**src/design/assert_macros.svh**
```systemverilog
`ifndef ASSERT_MACROS_SVH
`define ASSERT_MACROS_SVH

// Concurrent check that holds at every edge outside reset
`define QDP_ASSERT(label, clk, rst_n, prop, msg) \
  label: assert property (@(posedge clk) disable iff (!rst_n) (prop)) else $error(msg);

// Concurrent check on the cycle after a trigger
`define QDP_ASSERT_NEXT(label, clk, rst_n, ante, cons, msg) \
  label: assert property (@(posedge clk) disable iff (!rst_n) (ante) |=> (cons)) else $error(msg);

`endif

```
**src/design/qdp_pkg.sv**
```systemverilog
`timescale 1ns / 1ps
package qdp_pkg;

  localparam int VECTOR_BYTES_DEF = 64;
  localparam int POS_W            = 3;
  localparam int QUEUE_DEPTH      = 4;
  localparam int QPTR_W           = $clog2(QUEUE_DEPTH);
  localparam int QCNT_W           = QPTR_W + 1;

  localparam logic MODE_INT8  = 1'b0;
  localparam logic MODE_INT16 = 1'b1;

  localparam logic REG_MODE  = 1'b0;
  localparam logic REG_SCALE = 1'b1;

  localparam logic [31:0] SCALE_RESET = 32'h3F80_0000;

  typedef struct packed {
    logic [63:0]      a;
    logic [63:0]      b;
    logic             last;
    logic [POS_W-1:0] pos;
    logic             mode;
  } item_t;

  typedef struct packed {
    logic              full;
    logic              empty;
    logic [QCNT_W-1:0] count;
  } q_stat_t;

  typedef struct packed {
    logic valid;
    logic mode;
  } snap_ctl_t;

  // Clamp a 17-bit signed value into int16
  function automatic logic [15:0] sat16(input logic [16:0] v);
    logic [15:0] r;
    r = v[15:0];
    if (!v[16] && v[15]) r = 16'h7FFF;
    else if (v[16] && !v[15]) r = 16'h8000;
    return r;
  endfunction

  // Saturating int16 add
  function automatic logic [15:0] sat_add16(input logic [15:0] x, input logic [15:0] y);
    logic [16:0] s;
    s = {x[15], x} + {y[15], y};
    return sat16(s);
  endfunction

  // A negated with 8-bit wrap where B is negative, times |B|
  function automatic logic [15:0] prod8(input logic [7:0] a, input logic [7:0] b);
    logic [7:0]         ua;
    logic [8:0]         mag;
    logic signed [17:0] sa;
    logic signed [17:0] sm;
    logic signed [17:0] p;
    ua  = b[7] ? (8'd0 - a) : a;
    mag = b[7] ? (9'd256 - {1'b0, b}) : {1'b0, b};
    sa  = {{10{ua[7]}}, ua};
    sm  = {9'd0, mag};
    p   = sa * sm;
    return p[15:0];
  endfunction

  // Leading zeros of a byte, 8 when zero
  function automatic logic [3:0] lzc8(input logic [7:0] v);
    logic [3:0] n;
    logic       found;
    n     = 4'd8;
    found = 1'b0;
    for (int i = 7; i >= 0; i--) begin
      if (!found && v[i]) begin
        n     = 4'(7 - i);
        found = 1'b1;
      end
    end
    return n;
  endfunction

endpackage

```
**src/design/qdp_reduce.sv**
```systemverilog
`timescale 1ns / 1ps
module qdp_reduce import qdp_pkg::*; #(
  parameter int VECTOR_BYTES = VECTOR_BYTES_DEF,
  localparam int LANES = VECTOR_BYTES / 2
) (
  input  logic                   clk_i,
  input  logic                   rst_ni,
  input  logic                   adv_i,
  input  snap_ctl_t              snap_i,
  input  logic [LANES-1:0][15:0] lanes_i,
  output logic                   valid_o,
  output logic [31:0]            sum_o
);

  localparam int PAIRS  = LANES / 2;
  localparam int LEVELS = $clog2(PAIRS);
  localparam int P2     = 1 << LEVELS;

  logic [31:0]     tree_q [1:2*P2-1];
  logic [P2-1:0][31:0] leaf;
  logic [LEVELS:0] vld_q;

  // Leaf per lane pair: two int16 lanes or one int32 lane
  for (genvar j = 0; j < P2; j++) begin : g_leaf
    if (j < PAIRS) begin : g_used
      always_comb begin
        if (snap_i.mode == MODE_INT16) leaf[j] = {lanes_i[2*j+1], lanes_i[2*j]};
        else leaf[j] = {{16{lanes_i[2*j][15]}}, lanes_i[2*j]}
                     + {{16{lanes_i[2*j+1][15]}}, lanes_i[2*j+1]};
      end
    end else begin : g_pad
      assign leaf[j] = '0;
    end
  end

  // Registered adder tree, one level per cycle while the back end advances
  always_ff @(posedge clk_i) begin
    if (adv_i) begin
      for (int j = 0; j < P2; j++) tree_q[P2 + j] <= leaf[j];
      for (int n = 1; n < P2; n++) tree_q[n] <= tree_q[2*n] + tree_q[2*n+1];
    end
  end

  always_ff @(posedge clk_i or negedge rst_ni) begin
    if (!rst_ni) vld_q <= '0;
    else if (adv_i) vld_q <= {vld_q[LEVELS-1:0], snap_i.valid};
  end

  assign valid_o = vld_q[LEVELS];
  assign sum_o   = tree_q[1];

endmodule

```
**config.mk**
```make
export PLATFORM = sky130hd
export DESIGN_NAME = qdp_reduce
export DESIGN_NICKNAME = d
export VERILOG_FILES = /design/src/design/assert_macros.svh /design/src/design/qdp_pkg.sv /design/src/design/qdp_reduce.sv
export SDC_FILE = /design/constraint.sdc
export NUM_CORES = 2
export LEC_CHECK = 0
export BUFFER_PORTS_ARGS = -buffer_cell sky130_fd_sc_hd__buf_4
export CAP_MARGIN = 40
export CORE_MARGIN = 10
export CORE_UTILIZATION = 40
export DETAILED_ROUTE_END_ITERATION = 8
export GPL_TIMING_DRIVEN = 0
export PLACE_DENSITY = 0.58
export SLEW_MARGIN = 20
export SYNTH_ARGS = -nofsm -noshare
export SYNTH_HDL_FRONTEND = slang
export SYNTH_SLANG_ARGS = --single-unit
```
**constraint.sdc**
```tcl
create_clock -name clk_i -period 9.35 [get_ports clk_i]
set_input_delay 1.4025 -clock clk_i [delete_from_list [all_inputs] [get_ports clk_i]]
set_output_delay 1.4025 -clock clk_i [all_outputs]
set_load 0.01 [all_outputs]
```
==> flow_summary_export.csv <==
group,metric,value,unit
status,outcome,"finished, final reports clean",
placement,place_ws,3.80,ns
critical_path,cp-start-kind,"input pin",
routing,viasPerCell,5.59,
yosys,synth_edf_count,992,
yosys,ys_types,85,
sta,setup_tns,0,ns
clocking,cts_tree,"built",
yosys,synth_flop_cell,"edfxtp_1",
min_path,hp-class,"input pin to asynchronous set/reset pin",
layout,fin_nets,8688,
critical_path,reg2reg_to,"tree_q[0][286]$_DFFE_PP_",
sta,period_share,0.521,
yosys,yosys_warnings,0,
pwr,leakagePower,33.9,nW
layout,post-route-util,0.470,
yosys,yosysMostFrequentCell,"edfxtp_1",
yosys,synthArstFlopShare,0.00502,
layout,fin_area,80700,µm²
yosys,synthCells,6729,
critical_path,reg2regPathDepth,11,
floorplanning,core_area,172000,µm²
sta,fmax,205,MHz
yosys,syn_avg_cell_area,10.3,µm²
sta,hold_slack,0.466,ns
sta,slew-limit-headroom,0.343,
routing,initialDrtViolationCount,4765,
grt,grt_overflow,0,
routing,totalWireLength,239000,µm
floorplanning,placementRows,152,
placement,port-buffer-count,549,
routing,drt-pass1-iter-count,6,
routing,drtAntennaViolNets,0,
critical_path,r2r_start,"tree_q[1][0]$_DFFE_PP_",
yosys,syn_nets,7998,
clocking,cts.sinks,997,
yosys,yosysTopAreaCellShare,0.431,
sta,rsz0062_at_grt,"no",
clocking,cts_setup_buffers,0,
clocking,worstSkewPairLatency,0.75,ns
critical_path,crit_path_end_kind,"flip-flop",
floorplanning,die-area,190000,µm²
yosys,yosysTopAreaCell,"edfxtp_1",
clocking,cts_resized,0,
floorplanning,die_x,436,µm
floorplanning,ios,550,
yosys,synth_seq_area_share,0.433,
clocking,hold_buffers,0,
grt,grt_pass1_wl,346000,µm
clocking,path_clk_slew,0.06,ns
sta,clock_skew,0.0257,ns
clocking,clockBufferDepth,3,
sta,period_needed,4.87,ns
floorplanning,start_util,0.402,
yosys,syn-cell-area,69100,µm²
sta,setup_violations,0,
critical_path,regToRegSetupSlack,5.13,ns
routing,wl_per_cell,24.3,µm
sta,worst_slack,4.48,ns
yosys,synth_common_cells,"edfxtp_1, a21oi_1, ha_1, o21ai_0, nand2_1",
yosys,netlist_top_cells_area,"edfxtp_1, ha_1, xnor2_1",
placement,gp_congestion,0.962,
pwr,powerDensity,280,nW/µm²
clocking,cts_made_buffers,111,
routing,post-route-drc-count,0,
clocking,cts_root_buf,"clkbuf_16",
floorplanning,die_h,436,µm
sta,worstMarginPinSlew,0.978,ns
critical_path,cp_max_fo,10,
pwr,ir_drop,0.000201,V
clocking,h-tree-depth,3,
grt,grt_pass1_vias,53500,
layout,area_growth,16.8,%
critical_path,cp.required,9.83,ns
routing,vias,55100,
grt,track_usage,0.241,
job,cap_violations,0,
yosys,ys_ff_latch,997,
sta,slew_viol_final,0,
placement,placed_cell_area,76600,µm²
placement,hpwl,199000,µm
grt,antenna_found_initial,62,
layout,drive_gt1_frac,0.119,
grt,grt_start_max_net_pins,161,
critical_path,cp.arrival,5.34,ns
critical_path,setup.worst_path.class,"input pin to flip-flop",
sta,hold_violations,0,
-- cell type report --
cell class | count | area [µm²]
clock inverters | 86 | 1180
diodes | 26 | 65.1
plain buffers | 206 | 911
multi-input cells | 5200 | 37100
inverters | 326 | 1220
flip-flops and latches | 997 | 29900
repair buffers | 577 | 4590
fillers | 16000 | 91100
clock buffers | 122 | 2840
well taps | 2310 | 2890
-- critical path, stage by stage --
cell	delay, ns
buf_4	0.23
clkbuf_1	0.50
buf_8	0.22
clkbuf_2	0.42
buf_16	0.21
clkbuf_1	0.55
clkbuf_2	0.72
clkbuf_1	0.68
nand2_1	0.08
o21ai_0	0.24
-- worst max path at each step --
stage | startpoint | end | slack [ns] | depth (start not counted)
after floorplan | lanes_i[384] | tree_q[1][405]$_DFFE_PP_ | 5.40 | 12
after global placement | adv_i | vld_q[4]$_DFFE_PN0P_ | -2.21 | 2
after detailed placement | snap_i[0] | tree_q[1][41]$_DFFE_PP_ | 3.80 | 10
after CTS | snap_i[0] | tree_q[1][66]$_DFFE_PP_ | 4.59 | 10
after global routing | snap_i[0] | tree_q[1][40]$_DFFE_PP_ | 4.48 | 10
final | snap_i[0] | tree_q[1][41]$_DFFE_PP_ | 4.48 | 10
-- registers in the layout, indices dropped and copies added (netlist names) --
name,flops
tree_q,992
vld_q,5
-- through the flow --
step	power [W]	std cells
2_1_floorplan	0.0143	6729
3_3_place_gp	0.0178	9588
3_5_place_dp	0.0178	9612
4_1_cts	0.0227	9820
5_1_grt	0.0240	9847
6_report	0.0226	9850
-- kinds of logic after synthesis --
family	Yosys count	synth area share
and+or+nand+nor	1387	0.0913
adders and majority gates	752	0.140
AOI/OAI and AO/OA	2381	0.218
buffers and inverters	532	0.0307
muxes	43	0.00692
xor gates and xnor gates	637	0.0807
DFF	997	0.433
-- power by group --
part | total [W] | internal, W | switching (W)
sequential | 0.00728 | 0.00673 | 0.000548
combinational | 0.0105 | 0.00423 | 0.00630
clock | 0.00478 | 0.00287 | 0.00191
total | 0.0226 | 0.0138 | 0.00876
-- layout by cell type (no fill, tap or decap), drive strengths merged, types with 24 or more instances in the layout --
master	Yosys	routed
a211o	25	25
nor2b	37	37
o211a	24	24
nand3	92	92
and2	27	27
a31oi	67	67
clkbuf	163	289
a21oi	745	745
and3	44	44
o21bai	142	142
nor3	72	72
o211ai	40	40
clkinv	0	46
xnor2	426	426
xor2	211	211
o31ai	37	37
inv	326	331
nor2	406	406
o21a	72	72
buf	43	616
edfxtp	992	992
or3	28	28
nand4	58	58
ha	721	721
fa	31	31
diode	0	26
a21o	392	392
nand2	501	501
mux2	38	38
a211oi	62	62
o21ai	553	553
bufinv	0	24
nand2b	46	46
-- metal layers --
layer,GRT usage,up-vias,part of all wire
met5,0,-,0.000054
li1,-,26600,-
met1,0.328,26500,0.44
met3,0.0233,297,0.052
met4,0.0896,2,0.034
met2,0.397,1709,0.47
Note: power is estimated with default switching activity, not from simulation.
