## src/design/assert_macros.svh

```systemverilog
`ifndef ASSERT_MACROS_SVH
`define ASSERT_MACROS_SVH

// Concurrent check that holds at every edge outside reset
`define QDP_ASSERT(label, clk, rst_n, prop, msg) \
  label: assert property (@(posedge clk) disable iff (!rst_n) (prop)) else $error(msg);

// Concurrent check on the cycle after a trigger
`define QDP_ASSERT_NEXT(label, clk, rst_n, ante, cons, msg) \
  label: assert property (@(posedge clk) disable iff (!rst_n) (ante) |=> (cons)) else $error(msg);

`endif

```

## src/design/qdp_pkg.sv

```systemverilog
`timescale 1ns / 1ps
package qdp_pkg;

  localparam int VECTOR_BYTES_DEF = 64;
  localparam int POS_W            = 3;
  localparam int QUEUE_DEPTH      = 4;
  localparam int QPTR_W           = $clog2(QUEUE_DEPTH);
  localparam int QCNT_W           = QPTR_W + 1;

  localparam logic MODE_INT8  = 1'b0;
  localparam logic MODE_INT16 = 1'b1;

  localparam logic REG_MODE  = 1'b0;
  localparam logic REG_SCALE = 1'b1;

  localparam logic [31:0] SCALE_RESET = 32'h3F80_0000;

  typedef struct packed {
    logic [63:0]      a;
    logic [63:0]      b;
    logic             last;
    logic [POS_W-1:0] pos;
    logic             mode;
  } item_t;

  typedef struct packed {
    logic              full;
    logic              empty;
    logic [QCNT_W-1:0] count;
  } q_stat_t;

  typedef struct packed {
    logic valid;
    logic mode;
  } snap_ctl_t;

  // Clamp a 17-bit signed value into int16
  function automatic logic [15:0] sat16(input logic [16:0] v);
    logic [15:0] r;
    r = v[15:0];
    if (!v[16] && v[15]) r = 16'h7FFF;
    else if (v[16] && !v[15]) r = 16'h8000;
    return r;
  endfunction

  // Saturating int16 add
  function automatic logic [15:0] sat_add16(input logic [15:0] x, input logic [15:0] y);
    logic [16:0] s;
    s = {x[15], x} + {y[15], y};
    return sat16(s);
  endfunction

  // A negated with 8-bit wrap where B is negative, times |B|
  function automatic logic [15:0] prod8(input logic [7:0] a, input logic [7:0] b);
    logic [7:0]         ua;
    logic [8:0]         mag;
    logic signed [17:0] sa;
    logic signed [17:0] sm;
    logic signed [17:0] p;
    ua  = b[7] ? (8'd0 - a) : a;
    mag = b[7] ? (9'd256 - {1'b0, b}) : {1'b0, b};
    sa  = {{10{ua[7]}}, ua};
    sm  = {9'd0, mag};
    p   = sa * sm;
    return p[15:0];
  endfunction

  // Leading zeros of a byte, 8 when zero
  function automatic logic [3:0] lzc8(input logic [7:0] v);
    logic [3:0] n;
    logic       found;
    n     = 4'd8;
    found = 1'b0;
    for (int i = 7; i >= 0; i--) begin
      if (!found && v[i]) begin
        n     = 4'(7 - i);
        found = 1'b1;
      end
    end
    return n;
  endfunction

endpackage

```

## src/design/qdp_front.sv

```systemverilog
`timescale 1ns / 1ps
module qdp_front import qdp_pkg::*; #(
  parameter int VECTOR_BYTES = VECTOR_BYTES_DEF
) (
  input  logic        clk_i,
  input  logic        rst_ni,
  input  logic        s_tvalid_i,
  output logic        s_tready_o,
  input  logic [63:0] a_i,
  input  logic [63:0] b_i,
  input  logic        last_i,
  input  logic        mode_i,
  input  logic        q_full_i,
  output logic        push_o,
  output item_t       item_o
);

  localparam int CHUNKS = VECTOR_BYTES / 8;

  logic [POS_W-1:0] pos_q, pos_d;

  assign s_tready_o = !q_full_i;
  assign push_o     = s_tvalid_i && !q_full_i;

  // Tag the request with its chunk position and element mode
  always_comb begin
    item_o.a    = a_i;
    item_o.b    = b_i;
    item_o.last = last_i;
    item_o.pos  = pos_q;
    item_o.mode = mode_i;
  end

  // Advance the position, wrap at the vector end or on last
  always_comb begin
    pos_d = pos_q;
    if (push_o) begin
      if (last_i || pos_q == POS_W'(CHUNKS - 1)) pos_d = '0;
      else pos_d = pos_q + 1'b1;
    end
  end

  always_ff @(posedge clk_i or negedge rst_ni) begin
    if (!rst_ni) pos_q <= '0;
    else pos_q <= pos_d;
  end

endmodule

```

## config.mk

```make
export PLATFORM = sky130hd
export DESIGN_NAME = qdp_front
export DESIGN_NICKNAME = d
export VERILOG_FILES = /design/src/design/assert_macros.svh /design/src/design/qdp_pkg.sv /design/src/design/qdp_front.sv
export SDC_FILE = /design/constraint.sdc
export NUM_CORES = 1
export LEC_CHECK = 0
export ABC_CLOCK_PERIOD_IN_PS = 4000
export BUFFER_PORTS_ARGS = -buffer_cell sky130_fd_sc_hd__buf_2
export CORE_AREA = 4 4 102 104
export CTS_CLUSTER_SIZE = 28
export DETAILED_ROUTE_END_ITERATION = 16
export DIE_AREA = 0 0 106 108
export GPL_ROUTABILITY_DRIVEN = 1
export MAX_ROUTING_LAYER = met4
export PLACE_DENSITY = 0.48
export SLEW_MARGIN = 20
export SYNTH_ARGS = -nofsm -noshare
export SYNTH_HDL_FRONTEND = slang
export SYNTH_SLANG_ARGS = --single-unit
```

## constraint.sdc

```tcl
create_clock -name clk_i -period 4 [get_ports clk_i]
set_input_delay 0.4 -clock clk_i [delete_from_list [all_inputs] [get_ports clk_i]]
set_output_delay 0.4 -clock clk_i [all_outputs]
set_load 0.05 [all_outputs]
```

==> flow_summary.html <==
<table>
<tr><th>Metric</th><th>Value</th></tr>
<tr><th colspan="2">STA</th></tr>
<tr><td>Final worst-path cycle share</td><td>35.1%</td></tr>
<tr><td>Final hold slack</td><td>0.526 ns</td></tr>
<tr><td>Clock skew after layout</td><td>around 0.0023 ns</td></tr>
<tr><td>Slew HR</td><td>about 80%</td></tr>
<tr><td>Final hold viol count</td><td>0</td></tr>
<tr><td>RSZ-0062 raised after global routing</td><td>no</td></tr>
<tr><td>Actual slew at the worst max-slew pin</td><td>roughly 0.27 ns</td></tr>
<tr><td>Pins Over Slew Limit</td><td>0</td></tr>
<tr><td>Final count of negative-setup-slack endpoints</td><td>0</td></tr>
<tr><td>Highest attainable clock frequency</td><td>711 MHz</td></tr>
<tr><td>Total Negative Setup Slacks</td><td>0 ns</td></tr>
<tr><td>Min cycle time layout</td><td>1.41 ns</td></tr>
<tr><th colspan="2">Critical path</th></tr>
<tr><td>Largest fanout on the critical path</td><td>3</td></tr>
<tr><td>Highest-delay cell along the critical path</td><td>sky130_fd_sc_hd__dfrtp_1</td></tr>
<tr><td>Crit path required time</td><td>4.15 ns</td></tr>
<tr><td>Kind of critical path</td><td>reg -&gt; reg</td></tr>
<tr><td>Arrival time reported for the critical path endpoint</td><td>1.56 ns</td></tr>
<tr><td>Ordered cell list for the critical path</td><td>ha_1 -&gt; ha_1 -&gt; nor4b_4 -&gt; mux2_4</td></tr>
<tr><td>CP startpoint kind</td><td>flip-flop</td></tr>
<tr><td>Max stage delay on crit path</td><td>about 0.4 ns</td></tr>
<tr><td>First element of the critical path</td><td>pos_q[0]</td></tr>
<tr><td>Crit-path most repeated cell</td><td>sky130_fd_sc_hd__ha_1</td></tr>
<tr><td>CP Capture Type</td><td>flip-flop</td></tr>
<tr><td>Origin of the critical flop-to-flop path</td><td>pos_q[0]</td></tr>
<tr><th colspan="2">Floorplan</th></tr>
<tr><td>Height of the chip</td><td>108 µm</td></tr>
<tr><td>Starting density of the core</td><td>~12%</td></tr>
<tr><td>Area of the core</td><td>0.00955 mm²</td></tr>
<tr><td>Cell Rows</td><td>36</td></tr>
<tr><td>Number of ports placed on the die boundary</td><td>269</td></tr>
<tr><td>Area of the die</td><td>0.0114 mm²</td></tr>
<tr><td>Horizontal die dimension</td><td>106 µm</td></tr>
<tr><th colspan="2">Drt</th></tr>
<tr><td>Average wire per cell in the routed design</td><td>14.7 µm</td></tr>
<tr><td>Number of design rule violations left after detail routing</td><td>0</td></tr>
<tr><td>Antenna-violating nets left</td><td>0</td></tr>
<tr><td>Vias after detailed routing</td><td>roughly 350</td></tr>
<tr><td>Iteration-0 DRC count of the detailed router</td><td>19</td></tr>
<tr><td>Number of iterations in the first detailed-routing pass</td><td>2</td></tr>
<tr><td>Routed Wire Length</td><td>2360 µm</td></tr>
<tr><td>Ratio of routed vias to standard cells</td><td>2.16</td></tr>
<tr><th colspan="2">Finish</th></tr>
<tr><td>Ratio of cells with drive above 1 in the final layout</td><td>59.3%</td></tr>
<tr><td>Area delta synth-&gt;final</td><td>-61.1%</td></tr>
<tr><td>Final net count</td><td>around 160</td></tr>
<tr><td>Max FFs per register</td><td>3</td></tr>
<tr><td>Number of filler cells placed in the layout</td><td>1156</td></tr>
<tr><td>Area of all sequential standard cells</td><td>75.1 µm²</td></tr>
<tr><td>Final antenna diode count</td><td>0</td></tr>
<tr><td>Registers with the most flip-flops</td><td>pos_q (3)</td></tr>
<tr><td>Cell area after layout</td><td>449 µm²</td></tr>
<tr><td>Top reg by flops</td><td>pos_q</td></tr>
<tr><td>Area of the multi-input gates</td><td>95.1 µm²</td></tr>
<tr><th colspan="2">Synthesis</th></tr>
<tr><td>#FFs+latches synth</td><td>3</td></tr>
<tr><td>Average cell area after synthesis</td><td>8.12 µm²</td></tr>
<tr><td>Syn Std Cell Area</td><td>between 0.001 and 0.0015 mm²</td></tr>
<tr><td>Sequential area share after synthesis</td><td>6.51%</td></tr>
<tr><td>Synthesized net count</td><td>278</td></tr>
<tr><td>Cells after synthesis</td><td>142</td></tr>
<tr><td>Ys Warns</td><td>0</td></tr>
<tr><td>Distinct cell type count after synthesis</td><td>8</td></tr>
<tr><th colspan="2">Clock network</th></tr>
<tr><td>Clock sink count</td><td>3</td></tr>
<tr><td>Number of hold buffers added after cts</td><td>1</td></tr>
<tr><td>Post-CTS sizing</td><td>0</td></tr>
<tr><td>Clock transition at the registers of the reported paths</td><td>0.03 ns</td></tr>
<tr><td>TritonCTS buffer count</td><td>3</td></tr>
<tr><td>Number of levels the H-tree was split into</td><td>1</td></tr>
<tr><td>Skew-Pair Late Insertion Delay</td><td>0.22 ns</td></tr>
<tr><td>Post-CTS Setup Inserts</td><td>0</td></tr>
<tr><td>Clock tree root driver cell</td><td>sky130_fd_sc_hd__clkbuf_8</td></tr>
<tr><td>Clock tree buffer depth</td><td>2</td></tr>
<tr><td>CTS tree</td><td>built</td></tr>
<tr><th colspan="2">Pwr</th></tr>
<tr><td>VDD IR max</td><td>0.0755 mV</td></tr>
<tr><td>Total Power</td><td>between 150 and 200 µW</td></tr>
<tr><td>Power density cells</td><td>379 mW/mm²</td></tr>
<tr><td>Leak Pwr</td><td>0.000173 µW</td></tr>
<tr><th colspan="2">Global route</th></tr>
<tr><td>Total grt overflow</td><td>0</td></tr>
<tr><td>Largest net degree at the start of global routing</td><td>5</td></tr>
<tr><td>Number of antenna violations at the first check in global routing</td><td>0</td></tr>
<tr><td>First-pass GRT wire length</td><td>2850 µm</td></tr>
<tr><td>Vias in the first global route</td><td>410</td></tr>
<tr><td>Combined global-route utilization of all metal layers</td><td>3.75%</td></tr>
<tr><th colspan="2">Placement</th></tr>
<tr><td>Number of buffers added on ports</td><td>10</td></tr>
<tr><td>GPL Wtd Cong</td><td>between 0.6 and 0.7</td></tr>
<tr><td>Post-place instance area</td><td>394 µm²</td></tr>
<tr><th colspan="2">Worst hold path</th></tr>
<tr><td>Kind of path behind the tightest hold check</td><td>in -&gt; async</td></tr>
<tr><th colspan="2">Status</th></tr>
<tr><td>Outcome</td><td>finished, final reports clean</td></tr>
<tr><th colspan="2">Job</th></tr>
<tr><td>Maximum capacitance violations</td><td>0</td></tr>
</table>
==> final cells by class <==
cell class,count,area share (%)
well taps,133,37.0
repair buffers,11,13.4
multi-input cells,7,21.2
inverters,2,1.67
flip-flops and latches,3,16.7
clock buffers,4,10.0
==> cell families after synthesis <==
kind of cell	after synthesis	synth area share (%)
AOI/OAI and AO/OA	2	1.52
buffers and inverters	132	85.3
DFF	3	6.51
and+or+nand+nor	2	3.25
adders and majority gates	2	2.17
muxes	1	1.30
==> worst max-delay path: cells and delay by family (launching register included) <==
kind	cells	cell delay (ns)
adder cells (fa/ha/maj)	2	0.42
AND/OR/NAND/NOR	1	0.34
multiplexers	1	0.20
flip-flops	1	0.39
==> per-stage QoR <==
step | util [%] | setup WS, ns | cells
after detailed placement | 4.13 | 2.59 | 155
after global routing | 4.70 | 2.51 | 160
after CTS | 4.70 | 2.57 | 160
final | 4.70 | 2.59 | 160
after floorplan | - | 2.40 | 142
after global placement | 4.13 | 2.61 | 155
==> synthesized netlist by cell type <==
cell type	n	area share, %
sky130_fd_sc_hd__a22o_1	2	1.5
sky130_fd_sc_hd__inv_1	2	0.65
sky130_fd_sc_hd__nor4b_4	1	2.1
sky130_fd_sc_hd__buf_4	130	85
sky130_fd_sc_hd__nand2b_4	1	1.2
sky130_fd_sc_hd__ha_1	2	2.2
sky130_fd_sc_hd__mux2_4	1	1.3
sky130_fd_sc_hd__dfrtp_1	3	6.5
==> power breakdown <==
part	switching (µW)	total [µW]	internal, µW
logic	30.8	44.8	14.0
clock network	18.9	86.8	67.8
registers	3.51	38.5	35.0
total	53.3	170	117
==> worst paths after layout <==
| kind | slack [ns] | end | cells after the start |
|---|---|---|---|
| worst max register to register | 2.59 | pos_q[0] | 4 |
| worst min-delay path | 0.53 | pos_q[2] | 2 |
| worst min register to register | 0.53 | pos_q[1] | 1 |
| min in group clk_i | 0.53 | pos_q[1] | 1 |
| max in group asynchronous | 3.36 | pos_q[1] | 2 |
| worst max-delay path | 2.59 | pos_q[0] | 4 |
==> metal layers <==
metal | routed length, µm | share of wire, % | track usage (%)
met2 | 745 | 32 | 3.60
met4 | 467 | 20 | 7.77
met1 | 244 | 10 | 0.683
met5 | 0 | 0 | -
met3 | 897 | 38 | 6.45
==> cells in the final DEF (no fill, tap or decap) <==
master,n
sky130_fd_sc_hd__a22o_1,2
sky130_fd_sc_hd__buf_2,10
sky130_fd_sc_hd__clkbuf_1,1
sky130_fd_sc_hd__clkbuf_8,3
sky130_fd_sc_hd__dfrtp_1,3
sky130_fd_sc_hd__dlygate4sd3_1,1
sky130_fd_sc_hd__ha_1,2
sky130_fd_sc_hd__inv_1,2
sky130_fd_sc_hd__mux2_4,1
sky130_fd_sc_hd__nand2b_4,1
sky130_fd_sc_hd__nor4b_4,1
No activity file was read; power rests on OpenSTA's default activity.
