File: config.mk
export PLATFORM = sky130hd
export DESIGN_NAME = qdp_fp_unit
export DESIGN_NICKNAME = d
export VERILOG_FILES = /design/src/design/assert_macros.svh /design/src/design/qdp_pkg.sv /design/src/design/qdp_fp_unit.sv
export SDC_FILE = /design/constraint.sdc
export NUM_CORES = 2
export LEC_CHECK = 0
export BUFFER_PORTS_ARGS = -buffer_cell sky130_fd_sc_hd__buf_2
export CORE_MARGIN = 4
export CORE_UTILIZATION = 35
export DETAILED_ROUTE_END_ITERATION = 8
export SETUP_SLACK_MARGIN = 0.5
export SYNTH_ARGS = -nofsm -noshare
export SYNTH_HDL_FRONTEND = slang
export SYNTH_SLANG_ARGS = --single-unit
File: constraint.sdc
create_clock -name clk_i -period 9.2 [get_ports clk_i]
set_input_delay 1.38 -clock clk_i [delete_from_list [all_inputs] [get_ports clk_i]]
set_output_delay 1.38 -clock clk_i [all_outputs]
set_load 0.05 [all_outputs]
File: src/design/assert_macros.svh
`ifndef ASSERT_MACROS_SVH
`define ASSERT_MACROS_SVH

// Concurrent check that holds at every edge outside reset
`define QDP_ASSERT(label, clk, rst_n, prop, msg) \
  label: assert property (@(posedge clk) disable iff (!rst_n) (prop)) else $error(msg);

// Concurrent check on the cycle after a trigger
`define QDP_ASSERT_NEXT(label, clk, rst_n, ante, cons, msg) \
  label: assert property (@(posedge clk) disable iff (!rst_n) (ante) |=> (cons)) else $error(msg);

`endif

File: src/design/qdp_pkg.sv
`timescale 1ns / 1ps
package qdp_pkg;

  localparam int VECTOR_BYTES_DEF = 64;
  localparam int POS_W            = 3;
  localparam int QUEUE_DEPTH      = 4;
  localparam int QPTR_W           = $clog2(QUEUE_DEPTH);
  localparam int QCNT_W           = QPTR_W + 1;

  localparam logic MODE_INT8  = 1'b0;
  localparam logic MODE_INT16 = 1'b1;

  localparam logic REG_MODE  = 1'b0;
  localparam logic REG_SCALE = 1'b1;

  localparam logic [31:0] SCALE_RESET = 32'h3F80_0000;

  typedef struct packed {
    logic [63:0]      a;
    logic [63:0]      b;
    logic             last;
    logic [POS_W-1:0] pos;
    logic             mode;
  } item_t;

  typedef struct packed {
    logic              full;
    logic              empty;
    logic [QCNT_W-1:0] count;
  } q_stat_t;

  typedef struct packed {
    logic valid;
    logic mode;
  } snap_ctl_t;

  // Clamp a 17-bit signed value into int16
  function automatic logic [15:0] sat16(input logic [16:0] v);
    logic [15:0] r;
    r = v[15:0];
    if (!v[16] && v[15]) r = 16'h7FFF;
    else if (v[16] && !v[15]) r = 16'h8000;
    return r;
  endfunction

  // Saturating int16 add
  function automatic logic [15:0] sat_add16(input logic [15:0] x, input logic [15:0] y);
    logic [16:0] s;
    s = {x[15], x} + {y[15], y};
    return sat16(s);
  endfunction

  // A negated with 8-bit wrap where B is negative, times |B|
  function automatic logic [15:0] prod8(input logic [7:0] a, input logic [7:0] b);
    logic [7:0]         ua;
    logic [8:0]         mag;
    logic signed [17:0] sa;
    logic signed [17:0] sm;
    logic signed [17:0] p;
    ua  = b[7] ? (8'd0 - a) : a;
    mag = b[7] ? (9'd256 - {1'b0, b}) : {1'b0, b};
    sa  = {{10{ua[7]}}, ua};
    sm  = {9'd0, mag};
    p   = sa * sm;
    return p[15:0];
  endfunction

  // Leading zeros of a byte, 8 when zero
  function automatic logic [3:0] lzc8(input logic [7:0] v);
    logic [3:0] n;
    logic       found;
    n     = 4'd8;
    found = 1'b0;
    for (int i = 7; i >= 0; i--) begin
      if (!found && v[i]) begin
        n     = 4'(7 - i);
        found = 1'b1;
      end
    end
    return n;
  endfunction

endpackage

File: src/design/qdp_fp_unit.sv
`timescale 1ns / 1ps
module qdp_fp_unit import qdp_pkg::*; (
  input  logic        clk_i,
  input  logic        rst_ni,
  input  logic        adv_i,
  input  logic        valid_i,
  input  logic [31:0] sum_i,
  input  logic [31:0] scale_i,
  output logic        valid_o,
  output logic [31:0] scaled_o,
  output logic [31:0] raw_o
);

  // valid bits of the seven stages
  logic [6:0] vld_q;
  logic [31:0] raw_q [7];

  // ---- scale decode, free running ----
  logic [23:0] scale_sig;
  logic [23:0] s1_sig_q;
  logic [2:0][3:0] s1_lzb_q;
  logic [31:0] s1_bits_q;
  logic [23:0] sc_ms_q;
  logic signed [9:0] sc_es_q;
  logic sc_nan_q, sc_inf_q, sc_zero_q, sc_sign_q;
  logic [31:0] sc_bits_q;
  logic [4:0] s_lz;

  assign scale_sig = {scale_i[30:23] != 8'd0, scale_i[22:0]};

  always_ff @(posedge clk_i) begin
    s1_bits_q <= scale_i;
    s1_sig_q  <= scale_sig;
    for (int b = 0; b < 3; b++)
      s1_lzb_q[b] <= lzc8(scale_sig[8*b +: 8]);
  end

  always_comb begin
    if (s1_sig_q[23:16] != 8'd0) s_lz = 5'(s1_lzb_q[2]);
    else if (s1_sig_q[15:8] != 8'd0) s_lz = 5'd8 + 5'(s1_lzb_q[1]);
    else s_lz = 5'd16 + 5'(s1_lzb_q[0]);
  end

  always_ff @(posedge clk_i) begin
    sc_bits_q <= s1_bits_q;
    sc_sign_q <= s1_bits_q[31];
    sc_ms_q   <= s1_sig_q << s_lz;
    sc_es_q   <= (s1_bits_q[30:23] == 8'd0) ? (-10'sd126 - $signed({5'd0, s_lz}))
                 : ($signed({2'd0, s1_bits_q[30:23]}) - 10'sd127);
    sc_nan_q  <= (s1_bits_q[30:23] == 8'hFF) && (s1_bits_q[22:0] != '0);
    sc_inf_q  <= (s1_bits_q[30:23] == 8'hFF) && (s1_bits_q[22:0] == '0);
    sc_zero_q <= (s1_bits_q[30:0] == '0);
  end

  // ---- integer to single ----
  logic        f1_sgn_q;
  logic [31:0] f1_mag_q;
  logic        f2_sgn_q;
  logic [31:0] f2_mag_q;
  logic [3:0][3:0] f2_lzb_q;
  logic        f3_sgn_q, f3_zero_q;
  logic [31:0] f3_norm_q;
  logic [5:0]  f3_lz_q;
  logic        f4_sgn_q, f4_zero_q;
  logic [23:0] f4_mx_q;
  logic [5:0]  f4_ex_q;
  logic [5:0]  f_lz;
  logic [24:0] f_mant;
  logic        f_up;

  always_comb begin
    if (f2_mag_q[31:24] != 8'd0) f_lz = 6'(f2_lzb_q[3]);
    else if (f2_mag_q[23:16] != 8'd0) f_lz = 6'd8 + 6'(f2_lzb_q[2]);
    else if (f2_mag_q[15:8] != 8'd0) f_lz = 6'd16 + 6'(f2_lzb_q[1]);
    else f_lz = 6'd24 + 6'(f2_lzb_q[0]);
    f_up   = f3_norm_q[7] && ((f3_norm_q[6:0] != '0) || f3_norm_q[8]);
    f_mant = {1'b0, f3_norm_q[31:8]} + 25'(f_up);
  end

  // ---- multiply and round ----
  logic [47:0] m1_p_q;
  logic signed [9:0] m1_e_q;
  logic        m1_sgn_q, m1_spec_q;
  logic [31:0] m1_sval_q;
  logic [47:0] m2_sig_q;
  logic [7:0]  m2_expf_q;
  logic [4:0]  m2_sh_q;
  logic        m2_ovf_q, m2_sgn_q, m2_spec_q;
  logic [31:0] m2_sval_q;
  logic [23:0] m3_kept_q;
  logic        m3_g_q, m3_st_q;
  logic [7:0]  m3_expf_q;
  logic        m3_ovf_q, m3_sgn_q, m3_spec_q;
  logic [31:0] m3_sval_q;
  logic        m_sgn;
  logic [31:0] m_sval;
  logic        m_spec;
  logic signed [9:0] m_e, m_eb;
  logic [47:0] m_sig, m_shift;
  logic        m_lost;
  logic [30:0] m_field;

  always_comb begin
    m_sgn  = f4_sgn_q ^ sc_sign_q;
    m_spec = 1'b1;
    if (sc_nan_q) m_sval = sc_bits_q | 32'h0040_0000;
    else if (sc_inf_q) m_sval = f4_zero_q ? 32'hFFC0_0000 : {m_sgn, 8'hFF, 23'd0};
    else if (sc_zero_q || f4_zero_q) m_sval = {m_sgn, 31'd0};
    else begin
      m_sval = '0;
      m_spec = 1'b0;
    end
    m_sig   = m1_p_q[47] ? m1_p_q : {m1_p_q[46:0], 1'b0};
    m_e     = m1_p_q[47] ? (m1_e_q + 10'sd1) : m1_e_q;
    m_eb    = m_e + 10'sd127;
    m_shift = m2_sig_q >> m2_sh_q;
    m_lost  = (m2_sig_q & ~({48{1'b1}} << m2_sh_q)) != '0;
    m_field = {m3_expf_q, m3_kept_q[22:0]}
            + 31'(m3_g_q && (m3_st_q || m3_kept_q[0]));
  end

  // Stage registers, payload
  always_ff @(posedge clk_i) begin
    if (adv_i) begin
      raw_q[0]  <= sum_i;
      for (int s = 1; s < 7; s++) raw_q[s] <= raw_q[s-1];
      f1_sgn_q  <= sum_i[31];
      f1_mag_q  <= sum_i[31] ? (32'd0 - sum_i) : sum_i;
      f2_sgn_q  <= f1_sgn_q;
      f2_mag_q  <= f1_mag_q;
      for (int b = 0; b < 4; b++) f2_lzb_q[b] <= lzc8(f1_mag_q[8*b +: 8]);
      f3_sgn_q  <= f2_sgn_q;
      f3_zero_q <= (f2_mag_q == '0);
      f3_lz_q   <= f_lz;
      f3_norm_q <= f2_mag_q << f_lz[4:0];
      f4_sgn_q  <= f3_sgn_q;
      f4_zero_q <= f3_zero_q;
      if (f_mant[24]) begin
        f4_mx_q <= 24'h80_0000;
        f4_ex_q <= 6'd32 - f3_lz_q;
      end else begin
        f4_mx_q <= f_mant[23:0];
        f4_ex_q <= 6'd31 - f3_lz_q;
      end
      m1_p_q    <= 48'(f4_mx_q) * 48'(sc_ms_q);
      m1_e_q    <= $signed({4'd0, f4_ex_q}) + sc_es_q;
      m1_sgn_q  <= m_sgn;
      m1_spec_q <= m_spec;
      m1_sval_q <= m_sval;
      m2_sig_q  <= m_sig;
      m2_ovf_q  <= (m_eb >= 10'sd255);
      m2_sh_q   <= (m_eb <= 10'sd0) ? 5'(10'sd1 - m_eb) : 5'd0;
      m2_expf_q <= (m_eb <= 10'sd0) ? 8'd0 : m_eb[7:0];
      m2_sgn_q  <= m1_sgn_q;
      m2_spec_q <= m1_spec_q;
      m2_sval_q <= m1_sval_q;
      m3_kept_q <= m_shift[47:24];
      m3_g_q    <= m_shift[23];
      m3_st_q   <= (m_shift[22:0] != '0) || m_lost;
      m3_expf_q <= m2_expf_q;
      m3_ovf_q  <= m2_ovf_q;
      m3_sgn_q  <= m2_sgn_q;
      m3_spec_q <= m2_spec_q;
      m3_sval_q <= m2_sval_q;
    end
  end

  // Advance the valid bits
  always_ff @(posedge clk_i or negedge rst_ni) begin
    if (!rst_ni) vld_q <= '0;
    else if (adv_i) vld_q <= {vld_q[5:0], valid_i};
  end

  // Final pick: special, overflow, or rounded result
  always_comb begin
    if (m3_spec_q) scaled_o = m3_sval_q;
    else if (m3_ovf_q) scaled_o = {m3_sgn_q, 8'hFF, 23'd0};
    else scaled_o = {m3_sgn_q, m_field};
  end

  assign valid_o = vld_q[6];
  assign raw_o   = raw_q[6];

endmodule

==> impl_metrics.ini <==
[outcome]
status = completed

[timing]
max_clock_freq_mhz = 131
finalWorstSetupSlack_ns = 1.54
slew_headroom_pct = 13.4
tightest_slew_ns = 1.30
setup_tns_ns = 0
finalCritPeriodShare_pct = 83.3
setup_viol = 0
skew_ns = 0.0239
rsz0062_at_grt = no
layout_min_cycle_time_ns = 7.66
drv_slew = 0
hold_violations = 0

[critical_path]
worstSetupStartpoint = sc_ms_q[15]
critPathArrivalTime_ns = 8.17
endpoint_kind = flop
required_ns = 9.70
timing.rr.start = sc_ms_q[15]
crit_type = reg2reg
worstSetupStartpointType = flop
path_max_fanout = 24
reg2reg_to = m1_p_q[45]
reg2reg_depth = 23
reg2reg_slack_ns = 1.54

[detailed_routing]
vias_per_cell = 4.92
drt_wl_total_um = 118000
wl_met1_um = 53000
wl_met3_um = 8050
wl_met2_um = 54300
drc = 0
drtIter0Drc = 2308
wl_per_cell_um = 18.4
vias = 31534
dr.pass1.iters = 8
antenna_left = 0
top_layer = met5

[synth]
synth_edf_count = 628
synth_most_common_cell = edfxtp_1
avgSynthCellArea_um2 = 11.4
synth_top_area_share_pct = 37.6
ys_seq_area_share_pct = 42.4
synth_top_cells_by_area = edfxtp_1 38%, fa_1 19%, ha_1 4.8%
synth-main-ff-cell = edfxtp_1
yosys.cell_types.count = 96
yosys_warnings = 0
synth_nets = 5134
ys_ff_latch = 747
synth_cells = 4391
synthesis.area_mm2 = 0.0502
synth_top_area_cell = edfxtp_1
async_reset_ff_share_pct = 0.937
ys_top_cells_by_count = 628 x edfxtp_1, 598 x inv_1, 483 x fa_1

[clock_network]
clock_sinks = 747
cts_tree = built
postCtsSetupBuffers = 0
post_cts_resized = 0
root_buffer = clkbuf_16
clk_latency_ns = 0.66
hold_buffers = 0
cts_buffer_depth = 3
cts_made_buffers = 76
cts.htree.levels = 3
path_clk_slew_ns = 0.06

[placement]
place_congestion = 0.922
io_buffers = 132
dp.cells = 6263
dp_hpwl_um = 88400
postPlaceCellArea_mm2 = 0.0528
pre_cts_ws_ns = 1.53

[cells_and_area]
stdcell_area_mm2 = 0.0552
area_growth_syn_to_layout_pct = 10.0
fin_cells = 6405
drive_gt1_share_pct = 9.75
nets = 5194

[floorplanning]
core-area_mm2 = 0.142
die_w_um = 387
initial_utilization_pct = 35.4
dieArea_mm2 = 0.150
die_y_um = 387
io_pins = 133
rows = 138

[hold_path]
worstHoldStart = s1_bits_q[31]
holdPathEnd = sc_bits_q[31]
holdPathStages = 0
worst_hold_path_type = reg2reg

[global_route]
grt_pass1_wl_um = 188000
grt_pass1_vias = 32557
grt_max_degree = 182
grt_overflow_total = 0
grt_util_all_layers_pct = 15.8
antenna_found_initial = 7

[job]
max_cap_violations = 0
## cells in the final DEF (no fill, tap or decap), types with 60 or more instances in the layout
master     count
buf_2        131
mux2i_1      133
ha_1         192
edfxtp_1     628
and2_1       340
dfxtp_1      112
xnor2_1       98
nand2_1      451
a21oi_1      127
mux2_2        83
clkbuf_16     78
o21ai_0       96
nor2_1       194
inv_1        598
fa_1         483
nand3_1       60
## per-stage QoR
stage	utilization (%)	hold WS (ns)
2_1_floorplan	-	0.310
3_3_place_gp	37.2	0.316
3_5_place_dp	37.2	0.315
4_1_cts	38.9	0.335
5_1_grt	38.9	0.353
6_report	38.9	0.333
## layout make-up
class | instances | area [um^2]
fillers | 13627 | 86700
multi-input cells | 2841 | 25800
flip-flops and latches | 747 | 21300
well taps | 1890 | 2360
inverters | 604 | 2270
clock buffers | 102 | 2060
repair buffers | 181 | 1060
clock inverters | 36 | 334
diodes | 4 | 10.0
## registers in the layout, indices dropped and copies added (netlist names), 10 cells and up
signal / count
raw_q: 218
m1_p_q: 48
m2_sig_q: 48
f1_mag_q: 32
f2_mag_q: 32
f3_norm_q: 32
m1_sval_q: 32
m2_sval_q: 32
m3_sval_q: 32
s1_bits_q: 32
sc_bits_q: 31
f4_mx_q: 24
sc_ms_q: 24
m3_kept_q: 23
f2_lzb_q: 16
s1_lzb_q: 12
m1_e_q: 10
## routing by layer
layer  global-route usage (%)  up-vias
met5                        0        -
met4                     4.25        4
met3                     3.47      153
met2                     25.2      903
met1                     21.8    15642
li1                         -    14832
## how the worst max path moves through the flow
stage | to | slack, ns | cells after the start
finish | m1_p_q[45] | 1.54 | 23
global route | m1_p_q[45] | 1.08 | 24
CTS | m1_p_q[45] | 1.51 | 24
detailed placement | m1_p_q[45] | 1.53 | 24
global placement | m1_p_q[45] | 1.57 | 24
floorplan | m1_p_q[45] | 2.25 | 27
## kinds of logic (layout without fill, tap and decap cells)
group,Yosys count,count (layout),share of synthesized area (%)
xor gates and xnor gates,152,152,2.65
other,0,4,0
AOI/OAI and AO/OA,503,503,6.69
DFF,747,747,42.4
and+or+nand+nor,1276,1276,12.8
buffers and inverters,803,923,6.14
adders and majority gates,676,676,24.1
muxes,234,234,5.30
## critical path: stages (launching register included)
cell and delay, ns:
dfxtp_1 1.19, nand2_1 0.22, fa_1 0.62, inv_1 0.07, fa_1 0.50, inv_1 0.05
fa_1 0.52, inv_1 0.05, fa_1 0.51, fa_1 0.43, fa_1 0.48, inv_1 0.05
fa_1 0.47, inv_1 0.04, ha_1 0.37, and3_1 0.20, or2_2 0.30, o21a_1 0.19
o2111ai_1 0.29, o211ai_1 0.18, nand2_1 0.15, nor2_1 0.07, or4_1 0.49, nand3_1 0.08
Power is not shown: default switching activity piles up to over one toggle a cycle in this logic, so the estimate is an artifact.
