===== config.mk =====
export PLATFORM = sky130hd
export DESIGN_NAME = qdp_queue
export DESIGN_NICKNAME = d
export VERILOG_FILES = /design/src/design/assert_macros.svh /design/src/design/qdp_pkg.sv /design/src/design/qdp_queue.sv
export SDC_FILE = /design/constraint.sdc
export NUM_CORES = 1
export LEC_CHECK = 0
export BUFFER_PORTS_ARGS = -buffer_cell sky130_fd_sc_hd__buf_4
export CORE_MARGIN = 4
export CORE_UTILIZATION = 40
export DETAILED_ROUTE_END_ITERATION = 8
export PLACE_DENSITY = 0.64
export SETUP_SLACK_MARGIN = 0.02
export SLEW_MARGIN = 20
export SYNTH_ARGS = -nofsm -noshare
export SYNTH_HDL_FRONTEND = slang
export SYNTH_SLANG_ARGS = --single-unit

===== constraint.sdc =====
create_clock -name clk_i -period 5.4 [get_ports clk_i]
set_input_delay 0.81 -clock clk_i [delete_from_list [all_inputs] [get_ports clk_i]]
set_output_delay 0.81 -clock clk_i [all_outputs]
set_load 0.02 [all_outputs]

===== src/design/assert_macros.svh =====
`ifndef ASSERT_MACROS_SVH
`define ASSERT_MACROS_SVH

// Concurrent check that holds at every edge outside reset
`define QDP_ASSERT(label, clk, rst_n, prop, msg) \
  label: assert property (@(posedge clk) disable iff (!rst_n) (prop)) else $error(msg);

// Concurrent check on the cycle after a trigger
`define QDP_ASSERT_NEXT(label, clk, rst_n, ante, cons, msg) \
  label: assert property (@(posedge clk) disable iff (!rst_n) (ante) |=> (cons)) else $error(msg);

`endif


===== src/design/qdp_pkg.sv =====
`timescale 1ns / 1ps
package qdp_pkg;

  localparam int VECTOR_BYTES_DEF = 64;
  localparam int POS_W            = 3;
  localparam int QUEUE_DEPTH      = 4;
  localparam int QPTR_W           = $clog2(QUEUE_DEPTH);
  localparam int QCNT_W           = QPTR_W + 1;

  localparam logic MODE_INT8  = 1'b0;
  localparam logic MODE_INT16 = 1'b1;

  localparam logic REG_MODE  = 1'b0;
  localparam logic REG_SCALE = 1'b1;

  localparam logic [31:0] SCALE_RESET = 32'h3F80_0000;

  typedef struct packed {
    logic [63:0]      a;
    logic [63:0]      b;
    logic             last;
    logic [POS_W-1:0] pos;
    logic             mode;
  } item_t;

  typedef struct packed {
    logic              full;
    logic              empty;
    logic [QCNT_W-1:0] count;
  } q_stat_t;

  typedef struct packed {
    logic valid;
    logic mode;
  } snap_ctl_t;

  // Clamp a 17-bit signed value into int16
  function automatic logic [15:0] sat16(input logic [16:0] v);
    logic [15:0] r;
    r = v[15:0];
    if (!v[16] && v[15]) r = 16'h7FFF;
    else if (v[16] && !v[15]) r = 16'h8000;
    return r;
  endfunction

  // Saturating int16 add
  function automatic logic [15:0] sat_add16(input logic [15:0] x, input logic [15:0] y);
    logic [16:0] s;
    s = {x[15], x} + {y[15], y};
    return sat16(s);
  endfunction

  // A negated with 8-bit wrap where B is negative, times |B|
  function automatic logic [15:0] prod8(input logic [7:0] a, input logic [7:0] b);
    logic [7:0]         ua;
    logic [8:0]         mag;
    logic signed [17:0] sa;
    logic signed [17:0] sm;
    logic signed [17:0] p;
    ua  = b[7] ? (8'd0 - a) : a;
    mag = b[7] ? (9'd256 - {1'b0, b}) : {1'b0, b};
    sa  = {{10{ua[7]}}, ua};
    sm  = {9'd0, mag};
    p   = sa * sm;
    return p[15:0];
  endfunction

  // Leading zeros of a byte, 8 when zero
  function automatic logic [3:0] lzc8(input logic [7:0] v);
    logic [3:0] n;
    logic       found;
    n     = 4'd8;
    found = 1'b0;
    for (int i = 7; i >= 0; i--) begin
      if (!found && v[i]) begin
        n     = 4'(7 - i);
        found = 1'b1;
      end
    end
    return n;
  endfunction

endpackage


===== src/design/qdp_queue.sv =====
`timescale 1ns / 1ps
module qdp_queue import qdp_pkg::*; (
  input  logic    clk_i,
  input  logic    rst_ni,
  input  logic    push_i,
  input  item_t   item_i,
  input  logic    pop_i,
  output item_t   item_o,
  output q_stat_t stat_o
);

  item_t             mem_q [QUEUE_DEPTH];
  logic [QPTR_W-1:0] wr_q, rd_q;
  logic [QCNT_W-1:0] cnt_q;

  assign item_o       = mem_q[rd_q];
  assign stat_o.count = cnt_q;
  assign stat_o.full  = (cnt_q == QCNT_W'(QUEUE_DEPTH));
  assign stat_o.empty = (cnt_q == '0);

  // Store requests
  always_ff @(posedge clk_i) begin
    if (push_i) mem_q[wr_q] <= item_i;
  end

  // Advance pointers and count
  always_ff @(posedge clk_i or negedge rst_ni) begin
    if (!rst_ni) begin
      wr_q  <= '0;
      rd_q  <= '0;
      cnt_q <= '0;
    end else begin
      if (push_i) wr_q <= wr_q + 1'b1;
      if (pop_i) rd_q <= rd_q + 1'b1;
      if (push_i && !pop_i) cnt_q <= cnt_q + 1'b1;
      else if (!push_i && pop_i) cnt_q <= cnt_q - 1'b1;
    end
  end

endmodule


==> qor.csv, run 1 <==
stage,metric,value,unit
yosys,syn_area_per_cell,26.8,um^2
timing,Final Max Slew Viols,0,
hold_path,Min-Delay Startpoint,item_i[41],
route,via/cell ratio,5.08,
cts,clk slew on worst S/H paths,0.06,ns
yosys,Ys Warns,0,
route,first-pass iteration count of the detailed router,4,
power_and_ir_drop,P_leak,8.20,nW
power_and_ir_drop,PwrDens,576,nW/um^2
critical_path,Max stage delay on crit path,1.04,ns
placed_design,IO buf count,274,
status,outcome,finished clean,
critical_path,CP required,4.59,ns
yosys,post-synthesis sequential area ratio,82.6,%
timing,post-route clock period utilization,67.6,%
critical_path,"Max FO, Critical Path",42,
route,DRC viols,0,
grt,Global Route met1 Usage,19.0,%
cts,CTS resizes,0,
route,antenna-violating nets left,0,
final_layout,Post-layout nets,1189,
timing,Slew headroom,34.6,%
flow_run,Max Cap Viol,0,
critical_path,arrival time worst endpoint,2.84,ns
route,WL final,37.5,mm
grt,initial antenna violation count,1,
floorplan,Die X,229,um
yosys,Syn Inst Count,729,
critical_path,Crit Path Class,register to output pin,
cts,CTS sink cnt,539,
route,routed vias,8643,
cts,worst skew pair latency,0.59,ns
critical_path,Top Family by Delay on Critical Path,flip-flops,
yosys,post-synthesis register bit count,539,
yosys,syn_nets,872,
cts,post-CTS setup buffers,0,
critical_path,critical path buffer and inverter count,2,
cts,Root Buffer,clkbuf_16,
critical_path,Worst Setup SP,rd_q[0],
final_layout,Post-Route Utilization,50.2,%
yosys,"Cell Area, Synth",19600,um^2
floorplan,die area,52500,um^2
critical_path,reg2reg path depth,3,
critical_path,crit-path cells,buf_12 > mux4_2 > buf_4,
timing,RSZ-0062 raised after global routing,no,
cts,clk buf depth,3,
floorplan,Ports,275,
grt,met3 GRT Util,4.66,%
grt,vias in the first global route,9329,
floorplan,core box area,48000,um^2
yosys,Synth cell types,19,
yosys,main area contributors after synthesis,"edfxtp_1 (82%), mux4_2 (15%), dfrtp_1 (0.90%)",
grt,total gr overflow,0,
yosys,Synth top area share,81.7,%
route,Iter 0 DRT Violations,564,
timing,final hold vios,0,
timing,worst slew pin tran,0.981,ns
timing,final setup violation count,0,
placed_design,RD Place Congestion,0.702,
hold_path,hold path cells,1,
final_layout,Filler Cell Count,3803,
timing,clk_skew,0.0147,ns
cts,CTS tree,yes,
critical_path,critical path capture point type,output pin,
critical_path,"Max stage delay cell, worst path",dfrtp_4,
timing,minimum clock period,3.65,ns
floorplan,row cnt,80,
grt,total track usage,14.3,%
placed_design,DP Wirelength,22.1,mm
power_and_ir_drop,"IR drop worst, VDD",0.373,mV
timing,final setup TNS,0,ns
cts,Inserted Clock Buffers,56,
grt,met2 GRT Util,22.5,%
yosys,"area leader, netlist",edfxtp_1,
cts,Post-CTS Hold Buffers,1,
cts,H-tree depth reported by CTS,2,
critical_path,RR Startpoint,wr_q[0],
timing,fmax,274,MHz
route,WL per Instance,22.0,um
grt,largest net degree at the start of global routing,134,
final_layout,Ant. Diodes,0,
floorplan,Die H,229,um
final_layout,layout cell share with drive strength beyond 1,46.2,%
critical_path,crit start category,register,
grt,GR peak layer,met2,
critical_path,WP depth,3,
floorplan,initial core utilization,40.7,%
grt,global-route wire length before repair,57.8,mm
hold_path,Min-Delay Path Class,primary input to register,
final_layout,synthesis-to-layout area growth,23.5,%
-- routing by layer --
layer | wire length (um) | share of wire (%) | vias up
met2 | 18200 | 48 | 267
met4 | 885 | 2.4 | 2
met5 | 13 | 0.035 | -
li1 | - | - | 3785
met3 | 2880 | 7.7 | 69
met1 | 15500 | 41 | 4520
-- worst paths after layout --
kind | endpoint | slack [ns]
worst max-delay path | item_o[30] | 1.75
worst min-delay path | mem_q[1][41] | 0.42
worst max register to register | mem_q[3][31] | 3.26
worst min register to register | cnt_q[2] | 0.53
max in group asynchronous | rd_q[1] | 4.69
min in group asynchronous | rd_q[0] | 0.57
-- kinds of logic after synthesis --
group	share of synthesized area, %
XOR/XNOR	0.269
buffers and inverters	1.04
adder cells (fa/ha/maj)	0.422
multiplexers	15.4
AND/OR/NAND/NOR	0.250
AO/OA/AOI/OAI	0.0256
flip-flops	82.6
-- placed cells by master (no fill, tap or decap), types with 4 or more instances in the layout --
| cell | synthesis | final |
|---|---|---|
| and2_4 | 0 | 4 |
| buf_12 | 0 | 7 |
| buf_4 | 1 | 281 |
| bufinv_16 | 0 | 5 |
| clkbuf_1 | 6 | 12 |
| clkbuf_16 | 0 | 57 |
| clkinv_1 | 0 | 12 |
| clkinv_2 | 0 | 10 |
| dfrtp_1 | 7 | 5 |
| edfxtp_1 | 532 | 532 |
| ha_1 | 5 | 5 |
| inv_1 | 4 | 4 |
| mux4_2 | 133 | 133 |
| xor2_1 | 4 | 4 |
-- synthesized netlist by cell type --
library cell,number
mux4_2,133
edfxtp_1,532
xnor2_1,2
and2_1,4
fa_1,1
nor3_1,1
buf_6,7
inv_1,4
nand2_1,2
buf_2,16
nor3b_1,1
o21ai_0,1
clkbuf_1,6
mux2_2,1
ha_1,5
nor2_1,1
dfrtp_1,7
buf_4,1
xor2_1,4
-- sequential cells by signal, summed over array words and instances (netlist names) --
register  cells
cnt_q         3
rd_q          2
mem_q       532
wr_q          2
-- metrics by stage --
stage                     cells  area, um^2  total power, mW  hold slack [ns]  worst slack, ns
after floorplan             729       19600             8.69            0.494             1.04
after global placement     1602       22400             10.4            0.517             2.27
after detailed placement   1602       22400             10.5            0.534             2.27
after CTS                  1701       24100             14.2            0.367             1.61
after global routing       1701       24100             14.6            0.384             1.51
final                      1701       24100             13.9            0.416             1.75
-- cell type report --
| cell class | instances | area (um^2) | share of cell area (%) |
|---|---|---|---|
| repair buffers | 289 | 2260 | 9.36 |
| multi-input cells | 156 | 3210 | 13.3 |
| flip-flops and latches | 539 | 16200 | 66.9 |
| inverters | 4 | 15.0 | 0.0622 |
| well taps | 615 | 769 | 3.19 |
| clock inverters | 29 | 263 | 1.09 |
| clock buffers | 69 | 1470 | 6.09 |
-- power by group --
group	total (mW)	internal (mW)	switching (mW)
registers	5.83	5.47	0.354
clock network	3.63	2.15	1.48
logic	4.43	2.04	2.39
No activity file was read; power rests on OpenSTA's default activity.
==> run 2, diff against run 1 <==
ABC_AREA = 1   (was not set)
clock period = 3.8 ns   (was 5.4 ns; I/O delays follow)
==> run 2 against run 1 <==
Effect of this change: via count grew 44%; power grew 55%; register-to-register slack lost 1.7 ns; design area grew 7.6%; sequential share of layout area shrank 4.7 points; die area grew 9.4%; combinational power grew 82%; synthesized area grew 9.7%; clock power grew 48%; critical endpoint is now item_o[120]; largest power group unchanged.
==> qor.csv, run 2 <==
stage,metric,value,unit
timing,final setup violation count,0,
timing,Final Max Slew Viols,0,
yosys,Syn Inst Count,1599,
critical_path,crit-path cells,buf_12 > nand2_1 > o211ai_1 > nand2_1 > buf_4,
timing,fmax,312,MHz
power_and_ir_drop,P_leak,10.2,nW
yosys,Ys Warns,0,
floorplan,core box area,52900,um^2
timing,worst slew pin tran,0.884,ns
final_layout,Ant. Diodes,0,
route,WL per Instance,17.3,um
route,DRC viols,0,
floorplan,Die H,240,um
route,first-pass iteration count of the detailed router,5,
timing,final setup TNS,0,ns
yosys,syn_area_per_cell,13.4,um^2
timing,Slew headroom,41.1,%
floorplan,row cnt,84,
critical_path,reg2reg path depth,5,
final_layout,Filler Cell Count,4523,
hold_path,Min-Delay Startpoint,item_i[110],
final_layout,synthesis-to-layout area growth,21.1,%
yosys,post-synthesis register bit count,539,
critical_path,crit start category,register,
critical_path,FF-to-FF setup slack,1.55,ns
yosys,post-synthesis sequential area ratio,75.3,%
placed_design,RD Place Congestion,0.728,
timing,RSZ-0062 raised after global routing,no,
timing,post-route clock period utilization,84.3,%
floorplan,die area,57400,um^2
grt,initial antenna violation count,1,
critical_path,arrival time worst endpoint,2.63,ns
grt,global-route wire length before repair,68.9,mm
hold_path,Min-Delay Path Class,primary input to register,
final_layout,max reg flops,532,
route,routed vias,12500,
final_layout,Biggest register,mem_q,
yosys,main area contributors after synthesis,"edfxtp_1 (74%), o211ai_1 (9.3%), nand2_1 (7.2%)",
route,via/cell ratio,4.80,
critical_path,"Max FO, Critical Path",152,
final_layout,layout cell share with drive strength beyond 1,19.8,%
floorplan,initial core utilization,40.6,%
placed_design,Placed Instances,2489,
critical_path,Max stage delay on crit path,0.84,ns
timing,final hold vios,0,
grt,total track usage,15.4,%
final_layout,"most common cell after layout, fill and taps aside",edfxtp_1,
critical_path,worst reg2reg path endpoint,mem_q[1][50],
placed_design,IO buf count,274,
yosys,"area leader, netlist",edfxtp_1,
floorplan,Ports,275,
yosys,Synth cell types,19,
timing,post-route setup slack,0.595,ns
critical_path,RR Startpoint,wr_q[1],
grt,total gr overflow,0,
hold_path,hold path cells,1,
power_and_ir_drop,PwrDens,832,nW/um^2
grt,vias in the first global route,12200,
status,outcome,finished clean,
route,WL final,45.0,mm
yosys,"Cell Area, Synth",21400,um^2
cts,clk slew on worst S/H paths,0.06,ns
yosys,syn_nets,1742,
route,Iter 0 DRT Violations,784,
timing,clk_skew,0.0218,ns
grt,largest net degree at the start of global routing,153,
cts,Inserted Clock Buffers,56,
cts,clk buf depth,3,
placed_design,DP Wirelength,25.5,mm
cts,CTS tree,yes,
final_layout,Non-Filler Instances,2596,
final_layout,biggest regs,"mem_q (532), cnt_q (3)",
yosys,Post-synth ARST share,1.30,%
critical_path,critical path capture point type,output pin,
cts,H-tree depth reported by CTS,2,
hold_path,Worst Hold End,mem_q[1][110],
yosys,"top cells by count, synth","edfxtp_1 (532), nand2_1 (412), inv_1 (277)",
critical_path,Critical Path Most Common Cell,nand2_1,
yosys,"count leader, synth",edfxtp_1,
floorplan,Die X,240,um
critical_path,Crit Path Class,register to output pin,
timing,minimum clock period,3.20,ns
cts,post-CTS setup buffers,0,
final_layout,Post-layout nets,2003,
critical_path,CP required,3.23,ns
flow_run,Max Cap Viol,0,
cts,CTS resizes,0,
route,antenna-violating nets left,0,
final_layout,"commonest non-fill, non-tap cells in the layout","edfxtp_1 (532), nand2_1 (412), buf_4 (278)",
yosys,Synth Flop Type,edfxtp_1,
critical_path,"Max stage delay cell, worst path",dfrtp_4,
cts,CTS sink cnt,539,
cts,Root Buffer,clkbuf_16,
final_layout,Register Area,16200,um^2
yosys,number of flops mapped to enable cells by yosys,532,
cts,worst skew pair latency,0.60,ns
placed_design,"worst slack, placed",1.24,ns
yosys,Synth top area share,74.5,%
final_layout,Multi-input gate area,3690,um^2
power_and_ir_drop,"IR drop worst, VDD",0.695,mV
-- run 2: cell types whose count changed in the layout (fill, tap and decap cells not counted), moves of 6 or more --
| cell | change |
|---|---|
| nand2_1 | +410 |
| o211ai_1 | +266 |
| buf_12 | +6 |
| inv_1 | +269 |
| clkinvlp_4 | +8 |
| mux4_2 | -133 |
-- run 2: power by group --
part           total, mW  switching [mW]  internal [mW]
Combinational       8.08            5.28           2.80
Sequential          8.12           0.348           7.77
Clock               5.39            2.20           3.19
Total               21.6            7.83           13.8
-- run 2: how the worst max path moves through the flow --
stage | to | startpoint | cells after the start | slack [ns]
after floorplan | mem_q[0][0] | push_i | 3 | 0.61
after global placement | item_o[120] | rd_q[0] | 5 | 1.27
after detailed placement | item_o[120] | rd_q[0] | 5 | 1.24
after CTS | item_o[120] | rd_q[0] | 5 | 0.56
after global routing | item_o[120] | rd_q[0] | 5 | 0.37
final | item_o[120] | rd_q[0] | 5 | 0.60
-- run 2: critical path: cells and delay by family, from the launching register on --
kind,cells,cell delay [ns]
AOI/OAI and AO/OA,1,0.11
and+or+nand+nor,2,0.25
DFF,1,0.84
buffers and inverters,2,0.68
-- run 2: cells by family (layout without fill, tap and decap cells) --
logic type | count (synthesis) | in the layout | synth area share [%]
AO/OA/AOI/OAI | 267 | 267 | 9.33
buffers and inverters | 367 | 676 | 7.50
AND/OR/NAND/NOR | 416 | 416 | 7.31
adder cells (fa/ha/maj) | 6 | 6 | 0.385
XOR/XNOR | 4 | 4 | 0.163
flip-flops | 539 | 539 | 75.3
-- run 2: what timing repair did --
action / 4_1_cts / 5_1_grt
endpoints found under the setup margin: 0 / 0
hold endpoints to repair: 7 / 0
hold buffers: 1 / 0
-- run 2: stage by stage --
stage | hold WS, ns | utilization (%) | power (mW) | instance area (um^2)
after floorplan | 0.274 | - | 13.4 | 21500
after global placement | 0.388 | 45.6 | 16.4 | 24100
after detailed placement | 0.393 | 45.6 | 16.5 | 24100
after CTS | 0.117 | 49.1 | 21.9 | 26000
after global routing | 0.130 | 49.1 | 22.9 | 26000
final | 0.166 | 49.1 | 21.6 | 26000
-- run 2: layout make-up --
cell class	instances	area share [%]
flip-flops and latches	539	62.2
multi-input cells	693	14.2
repair buffers	292	9.08
clock buffers	73	5.92
inverters	278	4.09
well taps	688	3.32
clock inverters	33	1.17
-- run 2: per-layer routing --
layer / wire length (um) / GRT usage [%]
met1: 18600 / 19.3
met2: 22200 / 26.3
met3: 3150 / 4.18
met4: 1040 / 4.50
met5: 7 / 0
